===== config.mk =====
export PLATFORM = sky130hd
export DESIGN_NAME = bqe_vertex_emit
export DESIGN_NICKNAME = d
export VERILOG_FILES = /design/src/hw/rtl/bqe_pkg.sv /design/src/hw/rtl/bqe_vertex_emit.sv
export SDC_FILE = /design/constraint.sdc
export NUM_CORES = 1
export LEC_CHECK = 0
export ABC_CLOCK_PERIOD_IN_PS = 17000
export BUFFER_PORTS_ARGS = -buffer_cell sky130_fd_sc_hd__buf_2
export CAP_MARGIN = 20
export CELL_PAD_IN_SITES_DETAIL_PLACEMENT = 1
export CELL_PAD_IN_SITES_GLOBAL_PLACEMENT = 1
export CORE_ASPECT_RATIO = 0.6
export CORE_MARGIN = 2
export CORE_UTILIZATION = 45
export DETAILED_ROUTE_END_ITERATION = 12
export PLACE_DENSITY_LB_ADDON = 0.1
export SYNTH_ARGS = -nofsm -noshare
export SYNTH_HDL_FRONTEND = slang
export SYNTH_SLANG_ARGS = --single-unit

===== constraint.sdc =====
create_clock -name clk -period 17 [get_ports clk]
set_input_delay 0.85 -clock clk [delete_from_list [all_inputs] [get_ports clk]]
set_output_delay 0.85 -clock clk [all_outputs]
set_load 0.02 [all_outputs]

===== src/hw/rtl/bqe_pkg.sv =====
// ============================================================================
// bqe_pkg: shared types, constants and saturation helpers
// Fixed point Q16.16 helpers and corner tables for the billboard quad expander.
// ============================================================================
`default_nettype none

package bqe_pkg;

    // Configuration register indexes
    localparam int CFG_IDX_W = 3;
    localparam logic [CFG_IDX_W-1:0] REG_ENABLE  = 3'd0;
    localparam logic [CFG_IDX_W-1:0] REG_NEAR    = 3'd1;
    localparam logic [CFG_IDX_W-1:0] REG_FAR     = 3'd2;
    localparam logic [CFG_IDX_W-1:0] REG_X_SCALE = 3'd3;
    localparam logic [CFG_IDX_W-1:0] REG_Y_SCALE = 3'd4;

    // Register reset values
    localparam logic        RST_ENABLE  = 1'b1;
    localparam logic [31:0] RST_NEAR    = 32'd65536;
    localparam logic [31:0] RST_FAR     = 32'd6553600;
    localparam logic [31:0] RST_X_SCALE = 32'd65536;
    localparam logic [31:0] RST_Y_SCALE = 32'd65536;

    // Corner sequencing: two triangles, six vertices per particle
    localparam int VERTS_PER_QUAD = 6;
    localparam int CNT_W          = 3;
    localparam logic [CNT_W-1:0] LAST_CORNER = CNT_W'(VERTS_PER_QUAD - 1);

    // Bit k set: corner k takes the plus offset (x, y) or the second tex corner (u, v)
    localparam logic [VERTS_PER_QUAD-1:0] DX_PLUS = 6'b010110;
    localparam logic [VERTS_PER_QUAD-1:0] DY_PLUS = 6'b110100;
    localparam logic [VERTS_PER_QUAD-1:0] U_SEL   = 6'b010110;
    localparam logic [VERTS_PER_QUAD-1:0] V_SEL   = 6'b110100;

    localparam logic [31:0] SAT_MAX = 32'h7FFF_FFFF;
    localparam logic [31:0] SAT_MIN = 32'h8000_0000;

    typedef struct packed {
        logic [31:0] cx;
        logic [31:0] cy;
        logic [31:0] z;
        logic [30:0] size;
        logic [31:0] color;
        logic [15:0] u0;
        logic [15:0] v0;
        logic [15:0] u1;
        logic [15:0] v1;
        logic        flast;
    } particle_t;

    typedef struct packed {
        particle_t   p;
        logic [31:0] xs;
        logic [31:0] ys;
    } quad_t;

    // Sign-extend a 32-bit value to 34 bits
    function automatic logic [33:0] sext34(input logic [31:0] a);
        return {{2{a[31]}}, a};
    endfunction

    // Saturate a 34-bit signed value to 32 bits
    function automatic logic [31:0] sat34(input logic [33:0] v);
        logic [31:0] r;
        if (&v[33:31] || ~|v[33:31])
            r = v[31:0];
        else if (v[33])
            r = SAT_MIN;
        else
            r = SAT_MAX;
        return r;
    endfunction

    // Floor-shift a full 64-bit product by 16 and saturate to 32 bits
    function automatic logic [31:0] qsat(input logic [63:0] p);
        logic [31:0] r;
        if (&p[63:47] || ~|p[63:47])
            r = p[47:16];
        else if (p[63])
            r = SAT_MIN;
        else
            r = SAT_MAX;
        return r;
    endfunction

endpackage

`default_nettype wire


===== src/hw/rtl/bqe_vertex_emit.sv =====
// ============================================================================
// bqe_vertex_emit: corner sequencer and output register
// Holds one quad and walks its six corners, one registered vertex per cycle.
// ============================================================================
`default_nettype none

module bqe_vertex_emit (
    input  wire logic            clk,
    input  wire logic            rst_n,
    input  wire logic            in_valid,
    input  wire bqe_pkg::quad_t  in_quad,
    output logic                 take,
    output logic                 vertex_valid,
    output logic [31:0]          vertex_x,
    output logic [31:0]          vertex_y,
    output logic [31:0]          vertex_z,
    output logic [31:0]          vertex_color,
    output logic [15:0]          vertex_u,
    output logic [15:0]          vertex_v,
    output logic                 quad_last,
    output logic                 frame_end
);

    logic                          act_reg;
    logic [bqe_pkg::CNT_W-1:0]     cnt_reg;
    bqe_pkg::quad_t                q_reg;

    logic                          valid_reg;
    logic                          qlast_reg;
    logic                          fend_reg;
    logic [31:0]                   x_reg, y_reg, z_reg, color_reg;
    logic [15:0]                   u_reg, v_reg;

    logic                          at_last;
    logic [31:0]                   x_next, y_next;
    logic [15:0]                   u_next, v_next;

    assign at_last = (cnt_reg == bqe_pkg::LAST_CORNER);
    assign take    = !act_reg || at_last;

    assign x_next = bqe_pkg::sat34(bqe_pkg::sext34(q_reg.p.cx)
                    + (bqe_pkg::DX_PLUS[cnt_reg] ? bqe_pkg::sext34(q_reg.xs)
                                                 : -bqe_pkg::sext34(q_reg.xs)));
    assign y_next = bqe_pkg::sat34(bqe_pkg::sext34(q_reg.p.cy)
                    + (bqe_pkg::DY_PLUS[cnt_reg] ? bqe_pkg::sext34(q_reg.ys)
                                                 : -bqe_pkg::sext34(q_reg.ys)));
    assign u_next = bqe_pkg::U_SEL[cnt_reg] ? q_reg.p.u1 : q_reg.p.u0;
    assign v_next = bqe_pkg::V_SEL[cnt_reg] ? q_reg.p.v1 : q_reg.p.v0;

    always_ff @(posedge clk or negedge rst_n)
    begin
        if (!rst_n)
        begin
            act_reg   <= 1'b0;
            cnt_reg   <= '0;
            valid_reg <= 1'b0;
            qlast_reg <= 1'b0;
            fend_reg  <= 1'b0;
        end
        else
        begin
            valid_reg <= act_reg;
            qlast_reg <= act_reg && at_last;
            fend_reg  <= act_reg && at_last && q_reg.p.flast;
            if (take)
            begin
                act_reg <= in_valid;
                cnt_reg <= '0;
            end
            else
            begin
                cnt_reg <= cnt_reg + 1'b1;
            end
        end
    end

    always_ff @(posedge clk)
    begin
        if (take && in_valid)
            q_reg <= in_quad;
        x_reg     <= x_next;
        y_reg     <= y_next;
        z_reg     <= q_reg.p.z;
        color_reg <= q_reg.p.color;
        u_reg     <= u_next;
        v_reg     <= v_next;
    end

    assign vertex_valid = valid_reg;
    assign vertex_x     = x_reg;
    assign vertex_y     = y_reg;
    assign vertex_z     = z_reg;
    assign vertex_color = color_reg;
    assign vertex_u     = u_reg;
    assign vertex_v     = v_reg;
    assign quad_last    = qlast_reg;
    assign frame_end    = fend_reg;

endmodule

`default_nettype wire


[Word level (Yosys, flattened, before mapping)]
Memory sizes are Yosys's and may differ from the RTL's.
Cells that the tools add are included.
Widths: inputs -> output; s select.
Word-level totals
  output and inout port bits: 164
  memories kept: 2
  word-level logic and storage cells: 55
  input bits: 291
  memory bits (read-only): 16
  bits in registers: 424
Memories
  (name not given): words 8, bits a word 1, rd ports 1, clocked after memory_dff 0, write ports 0, line bqe_vertex_emit.sv:48  | assign v_next = bqe_pkg::V_SEL[cnt_reg] ? q_reg.p.v1 : q_reg.p.v0;
  (name not given): words 8, bits a word 1, rd ports 1, clocked after memory_dff 0, write ports 0, line bqe_vertex_emit.sv:47  | assign u_next = bqe_pkg::U_SEL[cnt_reg] ? q_reg.p.u1 : q_reg.p.u0;
Operators by class
  add/subtract/negate cells: 5
  $lt $le $gt $ge: 1
  reduce and logical (&&, ||, !) cells: 13
  muxes and demuxes: 11
  eq/ne operators: 1
Operators by type and width (number)
  $mux 32: 4
  $add 34x34->34: 2
  $mux 34: 2
  $neg 34->34: 2
  $mux 16: 2
  $reduce_and 3->1: 2
  $reduce_or 3->1: 2
  $lt 3x4->1 const B: 1
  $add 3x1->3 const B: 1
  $eq 3x3->1 const B: 1
  $logic_and 1x1->1: 3
  $logic_not 1->1: 3
  $logic_or 1x1->1: 3
  $mux 3: 1
  $mux 1: 2

[Depth between registers and ports, before layout]
  depth in word-level cells: 8
  mapped depth: 21
  gate-level depth less buffers: 19

[Worst setup path before layout]
Ideal clock, no wire load.
  kind: register to register
  from: reg cnt_reg[1] (netlist name)
  to: reg q_reg[0] (netlist name) (enable)
  data required time: 16.351 ns
  stages on the path, launching flop included: 6
  buffers on the path: 0
  library setup time: 0.649 ns
  period minus slack after synthesis: 7.412 ns
  arrival time: 6.763 ns
  slack: 9.588 ns
  cell sequence: dfrtp_1 -> inv_1 -> ha_1 -> nand2_1 -> nand2_1 -> and2_1
Between the ends
  longest elaborated chain between the ends: 3
Ends and longest elaborated chain
  start: declaration: line bqe_vertex_emit.sv:25  | logic [bqe_pkg::CNT_W-1:0] cnt_reg;
  start signal: assignment: line bqe_vertex_emit.sv:72  | cnt_reg <= cnt_reg + 1'b1;
  $eq 3x3->1: line bqe_vertex_emit.sv:38  | assign at_last = (cnt_reg == bqe_pkg::LAST_CORNER);
  $logic_or 1x1->1: line bqe_vertex_emit.sv:39  | assign take = !act_reg || at_last;
  named net take: line bqe_vertex_emit.sv:12  | output logic take,
  $logic_and 1x1->1: line bqe_vertex_emit.sv:79  | if (take && in_valid)
  end signal: assignment: line bqe_vertex_emit.sv:80  | q_reg <= in_quad;
  end: declaration: line bqe_vertex_emit.sv:26  | bqe_pkg::quad_t q_reg;
The timed path passes the listed nets, and every way through them passes these cells.
A chain may end at the register's enable or synchronous reset.

[Final worst setup path]
  from: reg cnt_reg[0] (netlist name)
  to: reg y_reg[12], in the netlist vertex_y[12]
Between the ends
  longest elaborated chain between the ends: 8
  elaborated cells on any way between the ends: 10
  classes of those cells: add/sub: 1; mux: 4; reduce/logical: 4; memory: 1
Ends and longest elaborated chain
  $mem_v2 8x1 *
  $mux 1 *
  $mux 34 *: line bqe_vertex_emit.sv:45  | + (bqe_pkg::DY_PLUS[cnt_reg] ? bqe_pkg::sext34(q_reg.ys)
  $add 34x34->34 *: line bqe_vertex_emit.sv:45
  $reduce_or 3->1: line bqe_pkg.sv:65  | if (&v[33:31] || ~|v[33:31])
  $logic_not 1->1: line bqe_pkg.sv:65
  $logic_or 1x1->1: line bqe_pkg.sv:65
  $mux 32 *: line bqe_pkg.sv:65
  named net y_next[12]: line bqe_vertex_emit.sv:35  | logic [31:0] x_next, y_next;
  end signal: assignment: line bqe_vertex_emit.sv:82  | y_reg <= y_next;
  end: declaration: line bqe_vertex_emit.sv:31  | logic [31:0] x_reg, y_reg, z_reg, color_reg;
The timed path passes the listed nets; every way through them passes the cells marked *. The select of a mux whose other input is x is not followed.

==> results.py <==
metrics = {
    "status": {
        "status": "completed",
    },
    "yosys": {
        "postSynthAreaPerCell_um2": 12.7,
        "yosys_warnings": 0,
        "seq_area_frac_synth_pct": 64.3,
        "synth-edff-count": 257,
        "async_flop_share_pct": 1.65,
        "ys_ff_latch": 424,
        "syn-cell-area_um2": 17300,
        "syn_nets": 1728,
        "synth_cells": 1362,
        "synth_ff_type": "edfxtp_1",
        "ys_types": 74,
    },
    "routing": {
        "vias": 12300,
        "wl_per_cell_um": 21.8,
        "vias_per_cell": 5.25,
        "wirelength_um": 51200,
        "drtPass1Iterations": 5,
        "ant_nets": 0,
        "drt_drc_violations_left": 0,
        "first_iter_violations": 808,
    },
    "floorplan": {
        "core-area_um2": 37800,
        "die-area_um2": 40000,
        "initial_core_util_pct": 45.7,
        "die_w_um": 257,
        "fp-row-count": 55,
        "io_pins": 455,
        "die_h_um": 156,
    },
    "clock_network": {
        "cts_sinks": 424,
        "cts_setup_buffers": 0,
        "hold_buffers": 0,
        "post_cts_resized": 0,
        "htreeDepth": 2,
        "numCtsBuffers": 40,
        "cts_tree": "done",
        "cts-root-buf": "clkbuf_16",
        "path_clk_slew_ns": 0.07,
        "clock_path_buffers": 3,
        "clk_latency_ns": 0.56,
    },
    "placed_design": {
        "dp_cells": 2258,
        "hpwl_um": 38900,
        "portBuffers": 423,
        "routabilityCongestion": 0.874,
    },
    "setup_path": {
        "r2r-start": "cnt_reg[0]",
        "r2r_slack_ns": 11.40,
        "critPathLaunchType": "flip-flop",
        "path_cells": "inv_1 > ha_1 > nor2_4 > o21ai_0 > ha_1 > a211o_1 > o211ai_2 > a21oi_1 > a221o_1 > a31oi_4 > nor4_1 > o21ai_1 > a22oi_4 > a41o_1",
        "critPathMaxFanout": 34,
        "slowest_stage": "a22oi_4",
        "r2r-end": "vertex_y[12]",
        "reg2reg_depth": 14,
        "cp.required_ns": 17.47,
        "crit_path_max_incr_delay_ns": 0.87,
        "cpMostUsedCell": "ha_1",
        "arrival_ns": 6.07,
        "cp-end-kind": "flip-flop",
        "worstSetupPathType": "flip-flop to flip-flop",
    },
    "final_layout": {
        "drive_gt1_share_pct": 28.9,
        "area_growth_pct": 23.2,
        "largest_reg_flops": 257,
        "fin_cells": 2342,
        "fin_nets": 2153,
    },
    "grt": {
        "grt_overflow": 0,
        "antenna_found_initial": 15,
        "grt_max_degree": 75,
        "grt_pass1_wl_um": 76500,
        "grt_usage_pct": 25.1,
        "first_global_vias": 12800,
    },
    "timing": {
        "period_needed_ns": 5.60,
        "setup_violations": 0,
        "period_share_pct": 33.0,
        "fmax_mhz": 179,
        "rsz0062_at_grt": "no",
        "fin_setup_tns_ns": 0,
        "worstMarginPinSlew_ns": 1.05,
        "drv_slew": 0,
        "fin_skew_ns": 0.0300,
        "relSlewSlack_pct": 30.2,
        "hold_viol": 0,
    },
    "flow_run": {
        "maxCapViolCount": 0,
    },
    "worst_hold_path": {
        "min_path_type": "primary input to asynchronous set/reset pin",
    },
}
==> stage by stage <==
| step | setup WS, ns | utilization, % | instance area [µm²] | hold slack (ns) |
|---|---|---|---|---|
| after floorplan | 9.59 | - | 17300 | 0.323 |
| after global placement | 11.53 | 52.7 | 19900 | 0.323 |
| after detailed placement | 11.48 | 52.7 | 19900 | 0.328 |
| after CTS | 11.41 | 56.2 | 21200 | 0.110 |
| after global routing | 10.89 | 56.3 | 21300 | 0.118 |
| final | 11.40 | 56.3 | 21300 | 0.132 |
==> layer usage <==
layer / routed length (µm) / GRT usage [%] / up-vias
met2: 23700 / 40.3 / 360
met3: 3320 / 6.24 / 80
met1: 23000 / 34.1 / 5991
met4: 1090 / 6.67 / 12
li1: - / - / 5841
met5: 75 / 0 / -
==> placed cells by master, fill, tap and decap left out, drive strengths merged, types with 6 or more instances in the layout <==
| cell | count |
|---|---|
| diode | 11 |
| o31ai | 10 |
| xnor2 | 70 |
| xor2 | 47 |
| or3 | 12 |
| inv | 27 |
| and2 | 7 |
| and3 | 11 |
| o21ai | 60 |
| nand2b | 6 |
| nor2 | 59 |
| clkinv | 14 |
| a211oi | 11 |
| nand3 | 8 |
| a21oi | 90 |
| o211ai | 9 |
| nand4 | 17 |
| dfrtp | 7 |
| o41ai | 7 |
| nor3 | 19 |
| nand2 | 156 |
| o21bai | 6 |
| edfxtp | 257 |
| dfxtp | 160 |
| a21o | 94 |
| nor4 | 11 |
| clkbuf | 52 |
| ha | 73 |
| a31oi | 11 |
| o21a | 17 |
| buf | 430 |
==> cell usage after synthesis (all sizes together) (8+ instances only) <==
cell type | count | area share (%)
edfxtp | 257 | 45
dfxtp | 160 | 19
nand2 | 156 | 3.4
a21o | 94 | 4.1
a21oi | 90 | 2.6
ha | 73 | 5.3
xnor2 | 70 | 3.6
o21ai | 60 | 1.8
nor2 | 59 | 1.3
xor2 | 47 | 2.4
clkbuf | 34 | 0.74
inv | 25 | 0.54
nor3 | 19 | 0.58
nand4 | 17 | 0.65
o21a | 17 | 0.74
buf | 13 | 0.49
or3 | 12 | 0.46
a211oi | 11 | 0.48
a31oi | 11 | 0.49
and3 | 11 | 0.40
nor4 | 11 | 0.57
o31ai | 10 | 0.43
o211ai | 9 | 0.45
nand3 | 8 | 0.23
==> critical path, delay by kind of cell (launching register included) <==
kind | cells | cell delay, ns
fa+ha+maj | 2 | 0.61
flops | 1 | 0.49
compound gates | 9 | 2.98
buf+inv | 1 | 0.08
simple gates | 2 | 1.34
==> logic make-up after synthesis <==
kind of cell | Yosys count | share of synthesized area (%)
AND/OR/NAND/NOR | 330 | 9.25
flip-flops | 424 | 64.3
AO/OA/AOI/OAI | 342 | 13.1
XOR/XNOR | 117 | 5.94
multiplexers | 2 | 0.123
buffers and inverters | 72 | 1.77
adder cells (fa/ha/maj) | 75 | 5.52
==> worst max-delay path by stage <==
stage	slack [ns]	endpoint	start	cells past startpoint
after floorplan	9.59	q_reg[0]	cnt_reg[1]	5
after global placement	11.53	vertex_y[3]	cnt_reg[0]	14
after detailed placement	11.48	vertex_y[3]	cnt_reg[0]	14
after CTS	11.41	vertex_y[12]	cnt_reg[0]	14
after global routing	10.89	vertex_y[12]	cnt_reg[0]	14
final	11.40	vertex_y[12]	cnt_reg[0]	14
==> final cells by class <==
cell class                 count  area, µm²
antenna                       11       27.5
clock buffer                  52       1130
clock inverter                21        218
fill                        3976      16500
inverter                      25       93.8
multi-input combinational    866       5900
sequential                   424      11100
tap                          513        642
timing repair buffer         430       2170
Power is not shown: default switching activity piles up to over one toggle a cycle in this logic, so the estimate is an artifact.
